<file path="src/design/ycr_pkg.sv">
// ----------------------------------------------------------------------------
// ycr_pkg
// Shared types and constants for the YUYV crop and RGB converter.
// ----------------------------------------------------------------------------
package ycr_pkg;

    // Largest frame dimension the counters track
    localparam int MAX_FRAME_DIM = 4096;
    localparam int COL_W         = $clog2(MAX_FRAME_DIM / 2);
    localparam int ROW_W         = $clog2(MAX_FRAME_DIM);
    // Working width for window edge math (12 + 13 bit sums)
    localparam int WIDE_W        = 15;

    // Configuration register map
    localparam int CFG_IDX_W     = 3;
    localparam int CFG_DATA_W    = 13;
    localparam logic [CFG_IDX_W-1:0] REG_FRAME_WIDTH = 3'd0;
    localparam logic [CFG_IDX_W-1:0] REG_CROP_LEFT   = 3'd1;
    localparam logic [CFG_IDX_W-1:0] REG_CROP_TOP    = 3'd2;
    localparam logic [CFG_IDX_W-1:0] REG_CROP_WIDTH  = 3'd3;
    localparam logic [CFG_IDX_W-1:0] REG_CROP_HEIGHT = 3'd4;

    // Register reset values
    localparam logic [12:0] RST_FRAME_WIDTH = 13'd1920;
    localparam logic [11:0] RST_CROP_LEFT   = 12'd448;
    localparam logic [11:0] RST_CROP_TOP    = 12'd83;
    localparam logic [12:0] RST_CROP_WIDTH  = 13'd1024;
    localparam logic [12:0] RST_CROP_HEIGHT = 13'd912;

    // BT.601 style coefficients, scaled by 256
    localparam logic signed [9:0] K_RV = 10'sd359;
    localparam logic signed [9:0] K_GU = 10'sd88;
    localparam logic signed [9:0] K_GV = 10'sd183;
    localparam logic signed [9:0] K_BU = 10'sd454;

    // Where the current pair lies relative to the crop window
    typedef struct packed {
        logic in_window;
        logic row_last;
        logic frame_last;
    } t_loc;

    // Chroma offsets shared by both pixels of a pair
    typedef struct packed {
        logic signed [8:0] dr;
        logic signed [8:0] dg;
        logic signed [8:0] db;
    } t_chroma;

    typedef struct packed {
        logic [7:0] red;
        logic [7:0] green;
        logic [7:0] blue;
    } t_rgb;

endpackage

</file>
<file path="src/design/ycr_locator.sv">
// ----------------------------------------------------------------------------
// ycr_locator
// Config registers, pair/row counters and crop window test.
// ----------------------------------------------------------------------------
module ycr_locator
    import ycr_pkg::*;
(
    input  logic                  i_clk,
    input  logic                  i_rst_n,
    input  logic                  i_cfg_we,
    input  logic [CFG_IDX_W-1:0]  i_cfg_index,
    input  logic [CFG_DATA_W-1:0] i_cfg_data,
    input  logic                  i_step,
    input  logic                  i_frame_start,
    output t_loc                  o_loc
);

    logic [12:0]      r_frame_width;
    logic [11:0]      r_crop_left;
    logic [11:0]      r_crop_top;
    logic [12:0]      r_crop_width;
    logic [12:0]      r_crop_height;
    logic [COL_W-1:0] r_col;
    logic [ROW_W-1:0] r_row;
    logic [COL_W-1:0] n_col;
    logic [ROW_W-1:0] n_row;

    logic [WIDE_W-1:0] fw_clip;
    logic [WIDE_W-1:0] ppr;
    logic [WIDE_W-1:0] col_w;
    logic [WIDE_W-1:0] row_w;
    logic [WIDE_W-1:0] left;
    logic [WIDE_W-1:0] right_raw;
    logic [WIDE_W-1:0] right;
    logic [WIDE_W-1:0] top;
    logic [WIDE_W-1:0] bottom_raw;
    logic [WIDE_W-1:0] bottom;
    logic [COL_W-1:0]  col;
    logic [ROW_W-1:0]  row;
    logic              wrap;

    always_ff @(posedge i_clk) begin
        if (!i_rst_n) begin
            r_frame_width <= RST_FRAME_WIDTH;
            r_crop_left   <= RST_CROP_LEFT;
            r_crop_top    <= RST_CROP_TOP;
            r_crop_width  <= RST_CROP_WIDTH;
            r_crop_height <= RST_CROP_HEIGHT;
        end else if (i_cfg_we) begin
            unique case (i_cfg_index)
                REG_FRAME_WIDTH: r_frame_width <= i_cfg_data;
                REG_CROP_LEFT:   r_crop_left   <= i_cfg_data[11:0];
                REG_CROP_TOP:    r_crop_top    <= i_cfg_data[11:0];
                REG_CROP_WIDTH:  r_crop_width  <= i_cfg_data;
                REG_CROP_HEIGHT: r_crop_height <= i_cfg_data;
                default: ;
            endcase
        end
    end

    always_comb begin
        // pairs per row, clipped to the tracked maximum, never zero
        fw_clip = (WIDE_W'(r_frame_width) > WIDE_W'(MAX_FRAME_DIM))
                ? WIDE_W'(MAX_FRAME_DIM) : WIDE_W'(r_frame_width);
        ppr = fw_clip >> 1;
        if (ppr == '0) begin
            ppr = WIDE_W'(1);
        end

        col = i_frame_start ? '0 : r_col;
        row = i_frame_start ? '0 : r_row;
        if (WIDE_W'(col) >= ppr) begin
            col = '0;
        end
        col_w = WIDE_W'(col);
        row_w = WIDE_W'(row);

        wrap  = (col_w + WIDE_W'(1)) >= ppr;
        n_col = wrap ? '0 : COL_W'(col_w + WIDE_W'(1));
        n_row = row;
        if (wrap && (row != ROW_W'(MAX_FRAME_DIM - 1))) begin
            n_row = row + ROW_W'(1);
        end

        left      = WIDE_W'(r_crop_left[11:1]);
        right_raw = left + ((WIDE_W'(r_crop_width) + WIDE_W'(1)) >> 1);
        right     = (right_raw > ppr) ? ppr : right_raw;
        top       = WIDE_W'(r_crop_top);
        bottom_raw = top + WIDE_W'(r_crop_height);
        bottom    = (bottom_raw > WIDE_W'(MAX_FRAME_DIM))
                  ? WIDE_W'(MAX_FRAME_DIM) : bottom_raw;

        o_loc.in_window  = (col_w >= left) && (col_w < right)
                        && (row_w >= top) && (row_w < bottom);
        o_loc.row_last   = (col_w + WIDE_W'(1)) == right;
        o_loc.frame_last = o_loc.row_last && ((row_w + WIDE_W'(1)) == bottom);
    end

    always_ff @(posedge i_clk) begin
        if (!i_rst_n) begin
            r_col <= '0;
            r_row <= '0;
        end else if (i_step) begin
            r_col <= n_col;
            r_row <= n_row;
        end
    end

endmodule

</file>
<file path="src/design/ycr_chroma.sv">
// ----------------------------------------------------------------------------
// ycr_chroma
// Chroma offsets shared by both pixels: constant multiplies, floor by 256.
// ----------------------------------------------------------------------------
module ycr_chroma
    import ycr_pkg::*;
(
    input  logic [7:0] i_chroma_blue,
    input  logic [7:0] i_chroma_red,
    output t_chroma    o_chroma
);

    logic signed [17:0] uu;
    logic signed [17:0] vv;
    logic signed [17:0] prod_r;
    logic signed [17:0] prod_g;
    logic signed [17:0] prod_b;

    always_comb begin
        // sample minus 128 is the sample with its top bit flipped
        uu = 18'($signed({~i_chroma_blue[7], i_chroma_blue[6:0]}));
        vv = 18'($signed({~i_chroma_red[7], i_chroma_red[6:0]}));
        prod_r = 18'(K_RV) * vv;
        prod_g = (18'(K_GU) * uu) + (18'(K_GV) * vv);
        prod_b = 18'(K_BU) * uu;
        // arithmetic shift rounds toward minus infinity
        o_chroma.dr = 9'(prod_r >>> 8);
        o_chroma.dg = 9'(prod_g >>> 8);
        o_chroma.db = 9'(prod_b >>> 8);
    end

endmodule

</file>
<file path="src/design/ycr_lane.sv">
// ----------------------------------------------------------------------------
// ycr_lane
// One pixel: add chroma offsets to luma and clamp each channel to 8 bits.
// ----------------------------------------------------------------------------
module ycr_lane
    import ycr_pkg::*;
(
    input  logic [7:0] i_luma,
    input  t_chroma    i_chroma,
    output t_rgb       o_rgb
);

    function automatic logic [7:0] clamp8(input logic signed [9:0] v);
        logic [7:0] res;
        if (v < 0) begin
            res = 8'd0;
        end else if (v > 10'sd255) begin
            res = 8'd255;
        end else begin
            res = v[7:0];
        end
        return res;
    endfunction

    logic signed [9:0] y_s;
    logic signed [9:0] sum_r;
    logic signed [9:0] sum_g;
    logic signed [9:0] sum_b;

    always_comb begin
        y_s   = $signed({2'b00, i_luma});
        sum_r = y_s + 10'($signed(i_chroma.dr));
        sum_g = y_s - 10'($signed(i_chroma.dg));
        sum_b = y_s + 10'($signed(i_chroma.db));
        o_rgb.red   = clamp8(sum_r);
        o_rgb.green = clamp8(sum_g);
        o_rgb.blue  = clamp8(sum_b);
    end

endmodule

</file>
<file path="src/design/yuyv_crop_to_rgb_converter_top.sv">
// ----------------------------------------------------------------------------
// yuyv_crop_to_rgb_converter_top
// Crops a YUYV pair stream to a window and converts each pair to two RGB
// pixels.
// ----------------------------------------------------------------------------
// An accepted request is registered in stage 1 and then in the output register.
// Throughput: one pair per cycle unless the output stalls; the chroma stage and
//   the output register each hold one pair, so one more request is taken while a result waits.
// Pairs outside the crop window are accepted and dropped.
// Reset (synchronous, active low) loads the default window, clears the
//   pair/row counters and empties the pipeline.
// ----------------------------------------------------------------------------
module yuyv_crop_to_rgb_converter_top
    import ycr_pkg::*;
(
    input  logic                  i_clk,
    input  logic                  i_rst_n,
    // configuration write port
    input  logic                  i_cfg_we,
    input  logic [CFG_IDX_W-1:0]  i_cfg_index,
    input  logic [CFG_DATA_W-1:0] i_cfg_data,
    // input pair stream
    input  logic                  s_axis_tvalid,
    output logic                  s_axis_tready,
    // [7:0] luma_first, [15:8] chroma_blue, [23:16] luma_second,
    // [31:24] chroma_red
    input  logic [31:0]           s_axis_tdata,
    // [0] frame_start
    input  logic                  s_axis_tuser,
    // output RGB pair stream
    output logic                  m_axis_tvalid,
    input  logic                  m_axis_tready,
    // [7:0] red_first, [15:8] green_first, [23:16] blue_first,
    // [31:24] red_second, [39:32] green_second, [47:40] blue_second
    output logic [47:0]           m_axis_tdata,
    // row_last
    output logic                  m_axis_tlast,
    // [0] frame_last
    output logic                  m_axis_tuser
);

    // Handshake: each stage moves when the one after it is empty or moving
    logic adv_out;
    logic adv_s1;
    logic accept;

    t_loc    loc;
    t_chroma chroma;
    t_rgb    rgb_first;
    t_rgb    rgb_second;

    // Stage 1: luma plus registered chroma products
    logic       r_s1_valid;
    logic [7:0] r_s1_luma_first;
    logic [7:0] r_s1_luma_second;
    t_chroma    r_s1_chroma;
    logic       r_s1_row_last;
    logic       r_s1_frame_last;

    // Output register: merges the two pixel lanes
    logic        r_out_valid;
    logic [47:0] r_out_data;
    logic        r_out_row_last;
    logic        r_out_frame_last;

    assign adv_out       = !r_out_valid || m_axis_tready;
    assign adv_s1        = !r_s1_valid || adv_out;
    assign s_axis_tready = adv_s1;
    assign accept        = s_axis_tvalid && s_axis_tready;

    // Locates every accepted request, whether or not it is kept
    ycr_locator u_locator (
        .i_clk         (i_clk),
        .i_rst_n       (i_rst_n),
        .i_cfg_we      (i_cfg_we),
        .i_cfg_index   (i_cfg_index),
        .i_cfg_data    (i_cfg_data),
        .i_step        (accept),
        .i_frame_start (s_axis_tuser),
        .o_loc         (loc)
    );

    ycr_chroma u_chroma (
        .i_chroma_blue (s_axis_tdata[15:8]),
        .i_chroma_red  (s_axis_tdata[31:24]),
        .o_chroma      (chroma)
    );

    always_ff @(posedge i_clk) begin
        if (!i_rst_n) begin
            r_s1_valid <= 1'b0;
        end else if (adv_s1) begin
            r_s1_valid <= accept && loc.in_window;
        end
    end

    always_ff @(posedge i_clk) begin
        if (accept) begin
            r_s1_luma_first  <= s_axis_tdata[7:0];
            r_s1_luma_second <= s_axis_tdata[23:16];
            r_s1_chroma      <= chroma;
            r_s1_row_last    <= loc.row_last;
            r_s1_frame_last  <= loc.frame_last;
        end
    end

    // Two pixel lanes share the chroma offsets
    ycr_lane u_lane_first (
        .i_luma   (r_s1_luma_first),
        .i_chroma (r_s1_chroma),
        .o_rgb    (rgb_first)
    );

    ycr_lane u_lane_second (
        .i_luma   (r_s1_luma_second),
        .i_chroma (r_s1_chroma),
        .o_rgb    (rgb_second)
    );

    always_ff @(posedge i_clk) begin
        if (!i_rst_n) begin
            r_out_valid <= 1'b0;
        end else if (adv_out) begin
            r_out_valid <= r_s1_valid;
        end
    end

    always_ff @(posedge i_clk) begin
        if (adv_out && r_s1_valid) begin
            r_out_data <= {rgb_second.blue, rgb_second.green, rgb_second.red,
                           rgb_first.blue, rgb_first.green, rgb_first.red};
            r_out_row_last   <= r_s1_row_last;
            r_out_frame_last <= r_s1_frame_last;
        end
    end

    assign m_axis_tvalid = r_out_valid;
    assign m_axis_tdata  = r_out_data;
    assign m_axis_tlast  = r_out_row_last;
    assign m_axis_tuser  = r_out_frame_last;

    // End of the crop frame is always also the end of a crop row
    a_frame_last_row_last: assert property (@(posedge i_clk) disable iff (!i_rst_n)
        m_axis_tvalid |-> (m_axis_tlast || !m_axis_tuser))
        else $error("frame_last without row_last");

    // Input only stalls when both pipeline stages are full and blocked
    a_stall_only_when_full: assert property (@(posedge i_clk) disable iff (!i_rst_n)
        !s_axis_tready |-> (r_s1_valid && r_out_valid && !m_axis_tready))
        else $error("input stalled with room in the pipeline");

    // Pipeline is empty right after reset
    a_empty_after_reset: assert property (@(posedge i_clk)
        !i_rst_n |=> (!r_s1_valid && !r_out_valid))
        else $error("pipeline not empty after reset");

endmodule
</file>
<file path="config.mk">
export PLATFORM = sky130hd
export DESIGN_NAME = yuyv_crop_to_rgb_converter_top
export DESIGN_NICKNAME = d
export VERILOG_FILES = /design/src/design/ycr_pkg.sv /design/src/design/ycr_locator.sv /design/src/design/ycr_chroma.sv /design/src/design/ycr_lane.sv /design/src/design/yuyv_crop_to_rgb_converter_top.sv
export SDC_FILE = /design/constraint.sdc
export NUM_CORES = 1
export LEC_CHECK = 0
export BUFFER_PORTS_ARGS = -buffer_cell sky130_fd_sc_hd__buf_2
export CAP_MARGIN = 5
export CORE_MARGIN = 2
export CORE_UTILIZATION = 55
export DETAILED_ROUTE_END_ITERATION = 10
export GPL_TIMING_DRIVEN = 0
export PLACE_DENSITY = 0.84
export SLEW_MARGIN = 0
export SYNTH_ARGS = -nofsm -noshare
export SYNTH_HDL_FRONTEND = slang
export SYNTH_SLANG_ARGS = --single-unit
export TNS_END_PERCENT = 20
</file>
<file path="constraint.sdc">
create_clock -name i_clk -period 6.7 [get_ports i_clk]
set_input_delay 0.67 -clock i_clk [delete_from_list [all_inputs] [get_ports i_clk]]
set_output_delay 0.67 -clock i_clk [all_outputs]
set_load 0.03 [all_outputs]
</file>
* Yosys cells after proc, flatten, opt, wreduce, memory -nomap -nowiden
Index checks and enable logic that the tools add are counted.
Storage, ports and cells: bits in registers 183, output and inout bits 52, logic and storage cells 105
Cells by class: $mul 4, mux-type cells 15, equal/unequal tests 7, bitwise operators 2, $add $sub $neg 13, reduce and logical (&&, ||, !) cells 19, order comparisons 21
Operator list (number):
- greater-than comparator 10 x 9 -> 1 bit, second input constant | 6
- less-than comparator 10 x 1 -> 1 bit, second input constant | 6
- 2-to-1 mux 8 bit | 6
- adder 9 x 9 -> 10 bit | 4
- 2-to-1 mux 11 bit | 3
- equality test 15 bit | 2
- 2-to-1 mux 15 bit | 2
- 2-to-1 mux 12 bit | 2
- subtractor 9 x 9 -> 10 bit | 2
- adder 17 bit | 1
- multiplier 10 x 8 -> 17 bit, first input constant | 1
- multiplier 9 x 8 -> 17 bit, first input constant | 1
- multiplier 9 x 8 -> 16 bit, first input constant | 1
- adder 11 x 14 -> 15 bit | 1
- greater-or-equal comparator 15 x 14 -> 1 bit | 1
- greater-than comparator 15 x 13 -> 1 bit, second input constant | 1
- greater-than comparator 15 x 14 -> 1 bit | 1
- logical NOT 15 bit | 1
- less-than comparator 11 x 15 -> 1 bit | 1
- less-than comparator 12 x 15 -> 1 bit | 1
- adder 12 x 13 -> 14 bit | 1
- adder 13 x 1 -> 14 bit, second input constant | 1
- greater-or-equal comparator 11 x 14 -> 1 bit | 1
- 2-to-1 mux 14 bit | 1
- other kinds (18) | 33

* Logic depth before layout (Yosys ltp)
depth after elaboration 11, gate-level depth with buffers 33

* Modules after synthesis
From an unflattened synthesis, not the netlist that was laid out.
Unflattened totals: cell total of the unflattened synthesis 2068, area, all modules 18273.8 µm²
Modules (own cells, without submodules):
- ycr_locator | cells each 1051, times used 1, sequential area each 1701.6 µm², area each 7876.3 µm²
- ycr_chroma | cells each 518, times used 1, sequential area each 0.0 µm², area each 4679.5 µm²
- yuyv_crop_to_rgb_converter_top | cells each 104, times used 1, sequential area each 2892.8 µm², area each 2952.8 µm²
- ycr_lane (u_lane_second) | cells each 203, times used 1, sequential area each 0.0 µm², area each 1440.1 µm²
- ycr_lane (u_lane_first) | cells each 192, times used 1, sequential area each 0.0 µm², area each 1325.0 µm²

* Worst setup path before layout
OpenSTA, ideal clock, no wires.
path kind in2reg, from input port s_axis_tdata[9], to register r_s1_chroma[17] in the netlist's numbering, data pin, arrival 6.201 ns, slack 0.239 ns, setup time 0.260 ns, stages on the path 20, cell sequence ha_1 > inv_1 > fa_1 > inv_1 > ha_1 > xnor2_1 > ha_1 > fa_1 > fa_1 > fa_1 > fa_1 > ha_1 > a21oi_1 > o21bai_1 > a31o_2 > and4_1 > a2111oi_0 > o21bai_1 > a21oi_1 > xnor2_1
RTL lines:
- from (decl) | RTL line yuyv_crop_to_rgb_converter_top.sv:27 | input logic [31:0] s_axis_tdata,
- to (signal assigned) | RTL line yuyv_crop_to_rgb_converter_top.sv:101 | r_s1_chroma <= chroma;
- to (decl) | RTL line yuyv_crop_to_rgb_converter_top.sv:56 | t_chroma r_s1_chroma;

==> flow_summary_export.csv <==
group,metric,value,unit
sta,setup_ws,0.366,ns
logic_synthesis,synth.top_cell.area_share,21.9,%
logic_synthesis,avgSynthCellArea,9.07,sq um
sta,skew,0.0144,ns
sta,slew_headroom,16.8,%
final_layout,layout_common_cells,"ha_1 (297), inv_1 (226), nand2_1 (196), a21oi_1 (159), buf_2 (106)",
grt,grt_overflow,0,
final_layout,final_common_cell,"ha_1",
critical_path,max_stage_delay,0.53,ns
power,p_leak,8.73,nW
critical_path,crit_path_end_kind,"flop",
run,drv_cap,0,
critical_path,cp-start-kind,"input port",
sta,finalMaxSlewViolations,0,
sta,timing.setup.tns,0,ns
final_layout,antennaDiodeCount,0,
final_layout,n_fill_cell,2496,
sta,max_slew.worst_pin.slew,1.23,ns
logic_synthesis,synth_warnings,0,
floorplanning,core-area,30500,sq um
sta,setup_viol,0,
critical_path,worst_ep_required_time,6.90,ns
power,p_sw_share,40.9,%
sta,hold_viol,0,
detailed_routing,drt_iter0_markers,1100,
clocking,cts_root_buf,"clkbuf_16",
final_layout,multi_input_area,11500,sq um
floorplanning,die_h,180,um
power,pwr-share-comb,53.7,%
logic_synthesis,async_flop_share,0,%
logic_synthesis,synth-edff-count,95,
critical_path,critPathSlowestCell,"fa_1",
placement,pre_cts_ws,-1.11,ns
final_layout,syn_to_final_growth,10.2,%
grt,antenna_found_initial,0,
logic_synthesis,yosysUniqueCellTypes,80,
floorplanning,dieArea,32300,sq um
power,p_clk_share,18.2,%
clocking,cts_buffers,17,
power,p_sw,2.28,mW
grt,grt_pass1_wl,68.6,mm
final_layout,fin_util,61.4,%
sta,fin_crit_sh,94.5,%
placement,io_buffer_count,105,
clocking,clockBufferDepth,2,
logic_synthesis,synth_seq_cells,182,
sta,max_freq,158,MHz
detailed_routing,viasPerCell,5.84,
detailed_routing,wl_per_cell,17.5,um
detailed_routing,ant_nets,0,
power,ir_worst_vdd,0.320,mV
power,pwr-share-seq,28.2,%
logic_synthesis,seq_area_frac_synth,27.0,%
power,power_density,298,nW/um^2
detailed_routing,vias,14082,
floorplanning,start_util,55.7,%
clocking,cts.reportedPaths.clkPinSlew,0.07,ns
min_path,min_path_type,"input port to flop",
logic_synthesis,yosysTopAreaCell,"ha_1",
power,p_total,5.58,mW
clocking,cts.htree.levels,4,
grt,grt_max_degree,47,
detailed_routing,drt-total-wl,42.1,mm
sta,rsz0062_at_grt,"true",
outcome,status,"completed",
sta,min_period,6.33,ns
grt,grt_pass1_vias,13949,
clocking,cts_tree,"done",
logic_synthesis,synth_fp_nets,2291,
detailed_routing,drc_errors,0,
critical_path,r2r-start,"u_locator.r_crop_width[0]",
critical_path,crit_top_cell,"fa_1",
clocking,clock_latency,0.45,ns
power,p_int,3.30,mW
floorplanning,placementRows,64,
final_layout,layout-drive-gt1-share,9.58,%
logic_synthesis,synth_cells,1875,
floorplanning,die_w,180,um
placement,dpl.hpwl,34.2,mm
floorplanning,io_pins,106,
critical_path,worstSetupStartpoint,"s_axis_tdata[9]",
critical_path,cp.arrival,6.54,ns
placement,gp_congestion,0.961,
final_layout,seqCellArea,4590,sq um
critical_path,path_class,"input port to flop",
logic_synthesis,syn-cell-area,17000,sq um
detailed_routing,drtPass1Iterations,6,
logic_synthesis,synth_flop_cell,"edfxtp_1",
min_path,hold_start,"s_axis_tdata[7]",
final_layout,nNetsFinal,2417,
grt,grt.total_usage,26.0,%
critical_path,critPathMaxFanout,6,
logic_synthesis,synth_area_leaders,"ha_1 (22%), edfxtp_1 (17%), dfxtp_1 (10%)",
clocking,numClockSinks,182,
critical_path,crit_chain,"buf_2 -> ha_1 -> inv_1 -> fa_1 -> inv_1 -> ha_1 -> xnor2_1 -> ha_1 -> fa_1 -> fa_1 -> fa_1 -> fa_1 -> ha_1 -> a21oi_1 -> o21bai_1 -> a31o_2 -> and4_1 -> a2111oi_2 -> o21bai_1 -> a21oi_1 -> xnor2_1",
stage by stage:
step	cell area, sq um	instances	hold WS, ns
after global routing	18700	2410	0.389
after floorplan	17000	1875	0.400
after detailed placement	18100	2378	0.411
after global placement	18000	2376	0.403
after CTS	18700	2410	0.384
final	18700	2410	0.393
cell usage after synthesis, types with 23 or more instances:
| library cell | count |
|---|---|
| a21o_1 | 33 |
| nor2b_1 | 40 |
| xor2_1 | 49 |
| inv_1 | 227 |
| xnor2_1 | 79 |
| o21ai_0 | 66 |
| a21oi_1 | 161 |
| clkbuf_1 | 31 |
| fa_1 | 65 |
| nand3_1 | 34 |
| o21a_1 | 31 |
| o21bai_1 | 25 |
| ha_1 | 297 |
| nor2_1 | 99 |
| nand2b_1 | 23 |
| dfxtp_1 | 87 |
| edfxtp_1 | 95 |
| nand2_1 | 196 |
power by group through the flow:
stage / clock (mW) / combinational (mW) / sequential [mW]
3_3_place_gp: 0 / 2.72 / 1.59
6_report: 1.01 / 3.00 / 1.57
2_1_floorplan: 0 / 2.23 / 1.54
4_1_cts: 1.01 / 2.95 / 1.57
3_5_place_dp: 0 / 2.90 / 1.59
5_1_grt: 1.06 / 3.35 / 1.58
flip-flops by register name, indices dropped and copies added, names as in the netlist, 12 cells and up:
name and flops:
u_locator.r_crop_width 13, u_locator.r_crop_height 13, u_locator.r_row 12, u_locator.r_frame_width 13, u_locator.r_crop_top 12, m_axis_tdata 48, r_s1_chroma 27
cell families (layout without fill, tap and decap cells):
family,Yosys count,after routing,share of synthesized area (%)
xor+xnor,129,129,6.69
flops,182,182,27.0
buf+inv,261,400,5.77
mux,14,14,0.883
simple gates,507,507,14.5
fa+ha+maj,362,362,29.5
compound gates,420,420,15.6
layout make-up:
| cell class | count | area share [%] |
|---|---|---|
| Multi-Input combinational cell | 1432 | 61.3 |
| Sequential cell | 182 | 24.5 |
| Clock buffer | 17 | 2.27 |
| Inverter | 229 | 4.59 |
| Clock inverter | 15 | 0.882 |
| Buffer | 30 | 0.681 |
| Tap cell | 396 | 2.65 |
| Timing Repair Buffer | 109 | 3.14 |
worst max-delay path, delay by kind of cell:
| kind | cells | cell delay (ns) |
|---|---|---|
| xor gates and xnor gates | 2 | 0.26 |
| AOI/OAI and AO/OA | 6 | 1.50 |
| buffers and inverters | 3 | 0.24 |
| and+or+nand+nor | 1 | 0.21 |
| adders and majority gates | 9 | 3.66 |
final timing paths:
kind	slack, ns	depth (start not counted)	end
setup / recovery	0.37	21	r_s1_chroma[17]
hold / removal	0.39	1	r_s1_luma_first[7]
setup reg to reg	0.37	28	r_s1_valid
hold reg to reg	0.43	0	m_axis_tuser
what timing repair did:
| action | in CTS | in global routing |
|---|---|---|
| endpoints found under the setup margin | 23 | 28 |
| cloned | 0 | 0 |
| gates resized for setup | 5 | 18 |
| hold buffers | 0 | 0 |
| setup buffers | 0 | 2 |
per-layer routing:
layer  track usage (%)  up-vias  part of all wire (%)
met1              34.2     6745                    43
li1                  -     6777                     -
met2              44.3      473                    48
met3              2.76       87                   6.3
met5                 0        -                     0
met4              9.30        0                   2.7
(Power assumes the default switching activity.)
